--- src/design/twg_pkg.sv ---
// ----------------------------------------------------------------------------
// twg_pkg
// Shared types and constants of the trapezoid wave generator: segment
// codes, configuration register indexes and register reset values.
// ----------------------------------------------------------------------------
package twg_pkg;

  // Waveform segments, in period order
  typedef enum logic [1:0] {
    SEG_RISE = 2'd0,
    SEG_TOP  = 2'd1,
    SEG_FALL = 2'd2,
    SEG_LOW  = 2'd3
  } seg_t;

  // Configuration port
  localparam int CFG_ADDR_BITS = 3;

  typedef enum logic [CFG_ADDR_BITS-1:0] {
    REG_PEAK_LEVEL = 3'd0,
    REG_STEP_SIZE  = 3'd1,
    REG_RAMP_STEPS = 3'd2,
    REG_STEP_TICKS = 3'd3,
    REG_HOLD_TICKS = 3'd4
  } cfg_reg_t;

  // Register reset values (truncated to the configured widths)
  localparam int RST_PEAK_LEVEL = 4095;
  localparam int RST_STEP_SIZE  = 8;
  localparam int RST_RAMP_STEPS = 511;
  localparam int RST_STEP_TICKS = 500;
  localparam int RST_HOLD_TICKS = 1000;

endpackage

--- src/design/trapezoid_wave_generator.sv ---
// ----------------------------------------------------------------------------
// trapezoid_wave_generator
// Trapezoid waveform generator: one DAC level result per timebase tick.
// ----------------------------------------------------------------------------
// Pipeline: an accepted tick is held in the input register, then its result is
//   registered in the result register, from which it can leave.
// Throughput: one tick per cycle while the result side does not stall.
// Reset (rst_n, synchronous): registers return to their defaults, the period
//   restarts at the rising ramp and both pipeline stages empty.
module trapezoid_wave_generator #(
  parameter int LEVEL_BITS = 12,
  parameter int TIME_BITS  = 20
) (
  input  logic                              clk,
  input  logic                              rst_n,
  input  logic                              cfg_we,
  input  logic [twg_pkg::CFG_ADDR_BITS-1:0] cfg_addr,
  input  logic [((LEVEL_BITS > TIME_BITS) ? LEVEL_BITS : TIME_BITS)-1:0] cfg_wdata,
  input  logic                              in_valid,
  output logic                              in_ready,
  input  logic                              in_restart,
  output logic                              out_valid,
  input  logic                              out_ready,
  output logic [LEVEL_BITS-1:0]             out_level,
  output logic [1:0]                        out_segment,
  output logic                              out_period_start
);

  localparam int CFG_BITS = (LEVEL_BITS > TIME_BITS) ? LEVEL_BITS : TIME_BITS;

  logic [LEVEL_BITS-1:0] peak_level, step_size, ramp_steps;
  logic [TIME_BITS-1:0]  step_ticks, hold_ticks;

  logic                  s0_valid_r, s0_restart_r;
  logic                  s0_advance;
  logic [LEVEL_BITS-1:0] level;
  twg_pkg::seg_t         segment;
  logic                  period_start;

  logic                  out_valid_r;
  logic [LEVEL_BITS-1:0] out_level_r;
  logic [1:0]            out_segment_r;
  logic                  out_period_start_r;

  twg_cfg #(
    .LEVEL_BITS (LEVEL_BITS),
    .TIME_BITS  (TIME_BITS),
    .CFG_BITS   (CFG_BITS)
  ) u_cfg (
    .clk        (clk),
    .rst_n      (rst_n),
    .cfg_we     (cfg_we),
    .cfg_addr   (cfg_addr),
    .cfg_wdata  (cfg_wdata),
    .peak_level (peak_level),
    .step_size  (step_size),
    .ramp_steps (ramp_steps),
    .step_ticks (step_ticks),
    .hold_ticks (hold_ticks)
  );

  // Move the held tick into the result register when that slot frees up
  assign s0_advance = s0_valid_r && (!out_valid_r || out_ready);
  assign in_ready   = !s0_valid_r || s0_advance;

  always_ff @(posedge clk) begin
    if (!rst_n) begin
      s0_valid_r <= 1'b0;
    end else if (in_ready) begin
      s0_valid_r <= in_valid;
    end
  end

  always_ff @(posedge clk) begin
    if (in_valid && in_ready) begin
      s0_restart_r <= in_restart;
    end
  end

  twg_seq #(
    .LEVEL_BITS (LEVEL_BITS),
    .TIME_BITS  (TIME_BITS)
  ) u_seq (
    .clk          (clk),
    .rst_n        (rst_n),
    .advance      (s0_advance),
    .restart      (s0_restart_r),
    .peak_level   (peak_level),
    .step_size    (step_size),
    .ramp_steps   (ramp_steps),
    .step_ticks   (step_ticks),
    .hold_ticks   (hold_ticks),
    .level        (level),
    .segment      (segment),
    .period_start (period_start)
  );

  always_ff @(posedge clk) begin
    if (!rst_n) begin
      out_valid_r <= 1'b0;
    end else if (s0_advance) begin
      out_valid_r <= 1'b1;
    end else if (out_ready) begin
      out_valid_r <= 1'b0;
    end
  end

  always_ff @(posedge clk) begin
    if (s0_advance) begin
      out_level_r        <= level;
      out_segment_r      <= segment;
      out_period_start_r <= period_start;
    end
  end

  assign out_valid        = out_valid_r;
  assign out_level        = out_level_r;
  assign out_segment      = out_segment_r;
  assign out_period_start = out_period_start_r;

endmodule

--- src/design/twg_cfg.sv ---
// ----------------------------------------------------------------------------
// twg_cfg
// Configuration register file: peak level, step size, ramp length and the
// step and hold durations, written through a plain indexed write port.
// ----------------------------------------------------------------------------
module twg_cfg #(
  parameter int LEVEL_BITS = 12,
  parameter int TIME_BITS  = 20,
  parameter int CFG_BITS   = 20
) (
  input  logic                              clk,
  input  logic                              rst_n,
  input  logic                              cfg_we,
  input  logic [twg_pkg::CFG_ADDR_BITS-1:0] cfg_addr,
  input  logic [CFG_BITS-1:0]               cfg_wdata,
  output logic [LEVEL_BITS-1:0]             peak_level,
  output logic [LEVEL_BITS-1:0]             step_size,
  output logic [LEVEL_BITS-1:0]             ramp_steps,
  output logic [TIME_BITS-1:0]              step_ticks,
  output logic [TIME_BITS-1:0]              hold_ticks
);

  logic [LEVEL_BITS-1:0] peak_level_r;
  logic [LEVEL_BITS-1:0] step_size_r;
  logic [LEVEL_BITS-1:0] ramp_steps_r;
  logic [TIME_BITS-1:0]  step_ticks_r;
  logic [TIME_BITS-1:0]  hold_ticks_r;

  always_ff @(posedge clk) begin
    if (!rst_n) begin
      peak_level_r <= LEVEL_BITS'(twg_pkg::RST_PEAK_LEVEL);
      step_size_r  <= LEVEL_BITS'(twg_pkg::RST_STEP_SIZE);
      ramp_steps_r <= LEVEL_BITS'(twg_pkg::RST_RAMP_STEPS);
      step_ticks_r <= TIME_BITS'(twg_pkg::RST_STEP_TICKS);
      hold_ticks_r <= TIME_BITS'(twg_pkg::RST_HOLD_TICKS);
    end else if (cfg_we) begin
      unique case (cfg_addr)
        twg_pkg::REG_PEAK_LEVEL: peak_level_r <= cfg_wdata[LEVEL_BITS-1:0];
        twg_pkg::REG_STEP_SIZE:  step_size_r  <= cfg_wdata[LEVEL_BITS-1:0];
        twg_pkg::REG_RAMP_STEPS: ramp_steps_r <= cfg_wdata[LEVEL_BITS-1:0];
        twg_pkg::REG_STEP_TICKS: step_ticks_r <= cfg_wdata[TIME_BITS-1:0];
        twg_pkg::REG_HOLD_TICKS: hold_ticks_r <= cfg_wdata[TIME_BITS-1:0];
        default: ;  // drop writes to unmapped indexes
      endcase
    end
  end

  assign peak_level = peak_level_r;
  assign step_size  = step_size_r;
  assign ramp_steps = ramp_steps_r;
  assign step_ticks = step_ticks_r;
  assign hold_ticks = hold_ticks_r;

endmodule

--- src/design/twg_seq.sv ---
// ----------------------------------------------------------------------------
// twg_seq
// Segment sequencer: holds segment, ramp index and tick count, forms the
// level of the current tick and advances the state once per processed tick.
// ----------------------------------------------------------------------------
module twg_seq #(
  parameter int LEVEL_BITS = 12,
  parameter int TIME_BITS  = 20
) (
  input  logic                  clk,
  input  logic                  rst_n,
  input  logic                  advance,
  input  logic                  restart,
  input  logic [LEVEL_BITS-1:0] peak_level,
  input  logic [LEVEL_BITS-1:0] step_size,
  input  logic [LEVEL_BITS-1:0] ramp_steps,
  input  logic [TIME_BITS-1:0]  step_ticks,
  input  logic [TIME_BITS-1:0]  hold_ticks,
  output logic [LEVEL_BITS-1:0] level,
  output twg_pkg::seg_t         segment,
  output logic                  period_start
);

  twg_pkg::seg_t         seg_r, seg_nxt, seg_eff;
  logic [LEVEL_BITS-1:0] idx_r, idx_nxt, idx_eff, idx_inc, steps;
  logic [TIME_BITS-1:0]  tick_r, tick_nxt, tick_eff, dur, dur_eff;
  logic [TIME_BITS:0]    tick_inc;
  logic [2*LEVEL_BITS-1:0] prod;
  logic [LEVEL_BITS-1:0] ramp_level;
  logic                  step_end;

  always_ff @(posedge clk) begin
    if (!rst_n) begin
      seg_r  <= twg_pkg::SEG_RISE;
      idx_r  <= '0;
      tick_r <= '0;
    end else if (advance) begin
      seg_r  <= seg_nxt;
      idx_r  <= idx_nxt;
      tick_r <= tick_nxt;
    end
  end

  always_comb begin
    // restart takes effect before this tick is output
    seg_eff  = restart ? twg_pkg::SEG_RISE : seg_r;
    idx_eff  = restart ? '0 : idx_r;
    tick_eff = restart ? '0 : tick_r;

    steps = (ramp_steps == '0) ? LEVEL_BITS'(1) : ramp_steps;

    prod = {{LEVEL_BITS{1'b0}}, idx_eff} * {{LEVEL_BITS{1'b0}}, step_size};
    ramp_level = (prod[2*LEVEL_BITS-1:LEVEL_BITS] != '0) ? '1 : prod[LEVEL_BITS-1:0];

    period_start = (seg_eff == twg_pkg::SEG_RISE) && (idx_eff == '0) && (tick_eff == '0);

    unique case (seg_eff) inside
      twg_pkg::SEG_RISE, twg_pkg::SEG_FALL: begin
        level = ramp_level;
        dur   = step_ticks;
      end
      twg_pkg::SEG_TOP: begin
        level = peak_level;
        dur   = hold_ticks;
      end
      twg_pkg::SEG_LOW: begin
        level = step_size;
        dur   = hold_ticks;
      end
    endcase
    segment = seg_eff;

    dur_eff  = (dur == '0) ? TIME_BITS'(1) : dur;
    tick_inc = {1'b0, tick_eff} + {{TIME_BITS{1'b0}}, 1'b1};
    step_end = (tick_inc >= {1'b0, dur_eff});
    idx_inc  = idx_eff + LEVEL_BITS'(1);

    seg_nxt  = seg_eff;
    idx_nxt  = idx_eff;
    tick_nxt = tick_inc[TIME_BITS-1:0];

    if (step_end) begin
      tick_nxt = '0;
      unique case (seg_eff)
        twg_pkg::SEG_RISE: begin
          idx_nxt = idx_inc;
          // index wrap also ends the ramp
          if ((idx_inc >= steps) || (idx_inc == '0)) begin
            seg_nxt = twg_pkg::SEG_TOP;
          end
        end
        twg_pkg::SEG_TOP: begin
          seg_nxt = twg_pkg::SEG_FALL;
          idx_nxt = steps;
        end
        twg_pkg::SEG_FALL: begin
          if (idx_eff <= LEVEL_BITS'(1)) begin
            idx_nxt = '0;
            seg_nxt = twg_pkg::SEG_LOW;
          end else begin
            idx_nxt = idx_eff - LEVEL_BITS'(1);
          end
        end
        twg_pkg::SEG_LOW: begin
          seg_nxt = twg_pkg::SEG_RISE;
          idx_nxt = '0;
        end
      endcase
    end
  end

endmodule

--- config.mk ---
export PLATFORM = sky130hd
export DESIGN_NAME = trapezoid_wave_generator
export DESIGN_NICKNAME = d
export VERILOG_FILES = /design/src/design/twg_pkg.sv /design/src/design/trapezoid_wave_generator.sv /design/src/design/twg_cfg.sv /design/src/design/twg_seq.sv
export SDC_FILE = /design/constraint.sdc
export NUM_CORES = 1
export LEC_CHECK = 0
export BUFFER_PORTS_ARGS = -buffer_cell sky130_fd_sc_hd__buf_2
export CORE_MARGIN = 3
export CORE_UTILIZATION = 55
export CTS_BUF_LIST = sky130_fd_sc_hd__clkbuf_4 sky130_fd_sc_hd__clkbuf_8
export DETAILED_ROUTE_END_ITERATION = 7
export HOLD_SLACK_MARGIN = 0.15
export PLACE_DENSITY = 0.72
export SETUP_SLACK_MARGIN = 0.2
export SLEW_MARGIN = 5
export SYNTH_ARGS = -nofsm -noshare
export SYNTH_HDL_FRONTEND = slang
export SYNTH_SLANG_ARGS = --single-unit
export TNS_END_PERCENT = 30
--- constraint.sdc ---
create_clock -name clk -period 5.95 [get_ports clk]
set_input_delay 0.595 -clock clk [delete_from_list [all_inputs] [get_ports clk]]
set_output_delay 0.595 -clock clk [all_outputs]
set_load 0.005 [all_outputs]
# == Word level (Yosys, flattened, before mapping) ==
# Index checks and enable logic that the tools add are counted.
# totals
wordCells,71
regBits,128
out_inout_bits,17
# op_classes
add_sub_neg,3
n_mux,18
eq_ne,7
magnitude_cmp,3
multipliers,1
n_reduce_logical,25
# ops
cell,n
$mux 12,5
$mux 20,3
$pmux 12 s4,1
$logic_not 20->1,2
$pmux 20 s2,1
$logic_not 12->1,3
$pmux 12 s3,1
$mul 12x12->24,1
$add 20x1->21 const B,1
$ge 21x20->1,1
$add 12x1->12 const B,1
$ge 12x12->1,1
$le 12x1->1 const B,1
$reduce_bool 12->1,1
$sub 12x1->12 const B,1
$reduce_and 2->1,5
$mux 2,4
$pmux 2 s4,1
$eq 3x2->1 const B,2
$eq 2x2->1 const B,2
$logic_and 1x1->1,4
$reduce_or 2->1,2
$eq 3x1->1 const B,1
$eq 3x3->1 const B,1
other kinds (7),11

# == Depth between registers and ports, before layout ==
# logic_depth
ltp_word,8
ltp_mapped,24
mapped_depth_nobuf,22

# == Cells and area by module ==
# From an unflattened synthesis, not the netlist that was laid out.
# unflattened
cells_unflattened,1414
area_unflattened_um2,12395.6
# by_module_without_submodules
module,cells_per_inst,area_each_um2,seq_area_each_um2,instances
twg_seq,1101,8832.2,680.7,1
twg_cfg,288,2979.1,1521.5,1
trapezoid_wave_generator,25,584.3,520.5,1

# == Worst setup path after synthesis ==
# OpenSTA, ideal clock, no wires.
# synth_path
path_type,register to register
start,register s0_restart_r
end,"register out_level_r[8], in the netlist out_level[8] (data pin)"
setup_time_ns,0.259
path_stages_with_launch,23
path_buffers,3
required_ns,5.691
arrival_ns,6.158
slack_ns,-0.467
path_cell_list,edfxtp_1 buf_4 clkbuf_1 nor2b_1 clkbuf_1 nand2_1 fa_1 fa_1 inv_1 fa_1 fa_1 inv_1 fa_1 inv_1 ha_1 a211o_1 o221a_2 o31ai_2 nor3b_1 o22ai_1 nor4_2 nand4_2 o31a_1
# synth_between
elab_chain_cells,5
# synth_lines
element,line,rtl
from (decl),trapezoid_wave_generator.sv:34,"logic s0_valid_r, s0_restart_r;"
from (signal assigned),trapezoid_wave_generator.sv:76,s0_restart_r <= in_restart;
$mux 12,twg_seq.sv:47,idx_eff = restart ? '0 : idx_r;
$mul 12x12->24,twg_seq.sv:52,"prod = {{LEVEL_BITS{1'b0}}, idx_eff} * {{LEVEL_BITS{1'b0}}, step_size};"
$reduce_bool 12->1,twg_seq.sv:53,ramp_level = (prod[2*LEVEL_BITS-1:LEVEL_BITS] != '0) ? '1 : prod[LEVEL_BITS-1:0];
$mux 12,twg_seq.sv:53,
$pmux 12 s3 *,twg_seq.sv:57,unique case (seg_eff) inside
named net level[8],trapezoid_wave_generator.sv:36,logic [LEVEL_BITS-1:0] level;
to (signal assigned),trapezoid_wave_generator.sv:110,out_level_r <= level;
to (decl),trapezoid_wave_generator.sv:41,logic [LEVEL_BITS-1:0] out_level_r;
# Mark *: on every way through the listed nets, which the timed path passes. The rest lies on a longest branch.
# A chain may end at the register's enable or synchronous reset.

# == Final worst setup path ==
# layout_path
start,register s0_restart_r
end,"register out_level_r[6], in the netlist out_level[6] (data pin)"
# The elaborated chain is that of the path after synthesis.

==> results.json <==
{
  "outcome": "finished clean",
  "cp-startpoint": "s0_restart_r",
  "top_layer": "met4",
  "nNetsFinal": 1790,
  "routed_wl_mm": 31.8,
  "drc": 0,
  "slowest_delay_ns": 0.54,
  "cp.required_ns": 6.14,
  "fin_crit_sh_pct": 99.0,
  "clock_skew_ns": 0.0154,
  "grt-ovfl-total": 0,
  "reg2reg_to": "out_level[6]",
  "root_buffer": "clkbuf_8",
  "io_pins": 46,
  "initial_utilization_pct": 56.4,
  "synth.distinct_cells": 73,
  "syn_area_um2": 12000,
  "syn-instance-count": 1445,
  "dr_wl_met2_mm": 16.0,
  "start_kind": "flop",
  "area_growth_pct": 17.3,
  "arrival_ns": 6.08,
  "clockBufferDepth": 2,
  "finalSetupTns_ns": 0,
  "dr.pass1.iters": 5,
  "p_per_area_nw_per_um2": 132,
  "path_clk_slew_ns": 0.09,
  "p_total_mw": 1.86,
  "async_flop_share_pct": 0,
  "die_h_um": 154,
  "fp.coreArea_um2": 21200,
  "dr_wl_met3_mm": 1.39,
  "drt-vias-per-instance": 5.71,
  "reg2reg_from": "s0_restart_r",
  "grt_pass1_wl_mm": 52.9,
  "hold_path_class": "in2reg",
  "rsz0062_at_grt": "yes",
  "fmax_mhz": 170,
  "cts_tree": "yes",
  "slew_violations": 0,
  "holdBufCountCts": 0,
  "maxCapViolCount": 0,
  "dr.first_iter.drc_count": 735,
  "clkSinkCount": 128,
  "m1WireLength_mm": 13.4,
  "wl_per_cell_um": 17.2,
  "synth_top_flop_cell": "dfxtp_1",
  "worst_setup_path_end_kind": "flop",
  "seq_area_frac_synth_pct": 22.8,
  "report.final.hold_viol_count": 0,
  "port_buffers": 45,
  "place_congestion": 0.929,
  "ys_warn_count": 0,
  "tightest_slew_ns": 1.18,
  "period_needed_ns": 5.89,
  "clkLatencyLatePin_ns": 0.45,
  "grt_max_degree": 106,
  "cp_max_fo": 8,
  "crit_family": "adder cells",
  "vias": 10500,
  "setup_viol": 0,
  "hpwl_mm": 24.0,
  "die_w_um": 154,
  "grt_antenna_before_repair": 1,
  "critical_path_buf_inv_count": 9,
  "synth-edff-count": 16,
  "path_depth": 25,
  "drive_above_1_share_pct": 17.6,
  "cts_max_level": 4,
  "path_class": "reg2reg",
  "rr_worst_depth": 25,
  "peakVddDrop_mv": 0.210,
  "reg2reg_slack_ns": 0.06,
  "synth_nets": 1678,
  "synth_seq_cells": 128,
  "cts_buffers": 17,
  "ant_nets": 0,
  "grt_usage_pct": 27.2,
  "rows": 53,
  "avgSynthCellArea_um2": 8.28,
  "p_leak_nw": 6.24,
  "grt_pass1_vias": 10600,
  "worstSetupEndpoint": "out_level[6]",
  "dieArea_um2": 23600,
  "max_slew_margin_pct": 21.0,
  "crit_slowest_cell": "fa_1"
}
[synthesized netlist by cell type (3+ instances only)]
cell type  number  area, µm²
a21boi_0       65        488
clkbuf_1       67        251
nor2b_1        25        156
nor4_1         12       75.1
xor2_1         22        193
nand4_1        15       93.8
nand2_1       294       1100
o31a_1          4       35.0
buf_4           4       30.0
a31oi_1         6       37.5
nand3_1        68        340
mux2i_1        26        260
or3_1           7       43.8
a21oi_1        47        235
o211ai_1       20        150
a211oi_1        5       37.5
fa_1          100       2000
nor3b_1         5       37.5
edfxtp_1       16        480
nor2_1         43        161
o21a_1          6       45.0
a22o_1          9       78.8
and3_1         10       62.6
o31ai_1         5       37.5
inv_1         144        541
a221oi_1       14        123
and2_1         59        369
buf_2           4       20.0
nor3_1         11       55.1
a21o_1         14        105
nand2b_1        3       18.8
ha_1          104       1300
o21ai_0        32        160
xnor2_1        15        131
a211o_1         3       26.3
dfxtp_1       112       2240
[state kept, by name (all words and copies together), names as in the netlist, 2 cells and up]
name / flops
out_segment: 2
u_seq.tick_r: 20
u_cfg.peak_level: 12
u_cfg.ramp_steps: 12
u_seq.idx_r: 12
u_cfg.hold_ticks: 20
out_level: 12
u_seq.seg_r: 2
u_cfg.step_ticks: 20
u_cfg.step_size: 12
[per-stage QoR]
step	worst slack [ns]	hold WS, ns	instance area, µm²	cells	utilization, %
floorplan	0.0696	0.440	12100	1445	-
global placement	-0.121	0.450	13100	1792	61.7
detailed placement	-0.234	0.456	13100	1792	61.7
CTS	0.0590	0.288	13800	1832	65.0
global route	-0.225	0.292	14000	1845	66.1
finish	0.0573	0.316	14000	1846	66.1
[worst reg2reg max path, stage by stage, from the launching register on]
cell and delay, ns:
edfxtp_1 0.35, buf_6 0.15, buf_6 0.13, nor2b_4 0.04, buf_6 0.11, and2_4 0.15, fa_1 0.54, inv_2 0.04
fa_1 0.52, inv_1 0.05, fa_1 0.45, fa_1 0.49, inv_1 0.05, fa_1 0.48, inv_2 0.05, ha_4 0.21
a211o_1 0.28, buf_6 0.14, o31ai_4 0.25, a21oi_2 0.11, a211oi_2 0.27, o21ba_4 0.20, xnor2_4 0.12, buf_6 0.16
nor2_4 0.21, a21oi_2 0.08
[how the worst min path moves through the flow]
stage / slack [ns] / cells after the start / endpoint / from
after CTS: 0.29 / 1 / s0_restart_r / in_restart
final: 0.32 / 1 / s0_restart_r / in_restart
after floorplan: 0.44 / 2 / u_cfg.step_ticks[2] / u_cfg.step_ticks[2]
after global placement: 0.45 / 2 / u_cfg.step_ticks[4] / u_cfg.step_ticks[4]
after detailed placement: 0.46 / 2 / u_cfg.hold_ticks[8] / u_cfg.hold_ticks[8]
after global routing: 0.29 / 1 / s0_restart_r / in_restart
[routing by layer]
metal / global-route usage [%] / vias to the layer above
li1: - / 5076
met1: 35.0 / 5088
met2: 46.9 / 306
met3: 4.17 / 78
met4: 9.34 / 0
met5: 0 / -
[kinds of logic (layout without fill, tap and decap cells)]
| logic type | count (synthesis) | count (layout) | share of synthesized area (%) |
|---|---|---|---|
| simple gates | 569 | 570 | 22.3 |
| other cells | 0 | 1 | 0 |
| buf+inv | 222 | 346 | 7.13 |
| compound gates | 259 | 259 | 15.3 |
| xor+xnor | 37 | 37 | 2.71 |
| fa+ha+maj | 204 | 204 | 27.6 |
| flops | 128 | 128 | 22.8 |
| mux | 26 | 26 | 2.17 |
[layout by cell type (no fill, tap or decap), drive strengths merged, types with 12 or more instances in the layout]
cell	synthesis	final
and2	59	59
nor2	45	46
nor2b	25	25
clkbuf	67	17
nand2	294	294
buf	9	168
xor2	22	22
a21boi	67	67
ha	104	104
nor3	12	12
xnor2	15	15
inv	146	153
nor4	13	13
edfxtp	16	16
o211ai	20	20
fa	100	100
a21oi	48	48
nand4	16	16
dfxtp	112	112
o21ai	35	35
a21o	14	14
nand3	69	69
mux2i	26	26
a221oi	14	14
[area by class of cell]
cell class                 count  area (µm²)
multi-input combinational   1096        8750
fill                        1729        7190
sequential                   128        2720
timing repair buffer         168        1240
inverter                     146         548
tap                          275         344
clock buffer                  17         234
clock inverter                15         195
antenna                        1        2.50
[what timing repair did]
item                       CTS  global route
resized for setup           42            28
setup endpoints to repair   12            12
gates cloned                 1             0
pin swaps                   28            34
setup buffers                7            13
[power breakdown]
group	leakage [nW]	internal, mW	switching [mW]	total [mW]
Sequential	1.06	0.896	0.0175	0.914
Combinational	4.97	0.0557	0.0901	0.146
Clock	0.216	0.362	0.437	0.799
Note: power is estimated with default switching activity, not from simulation.
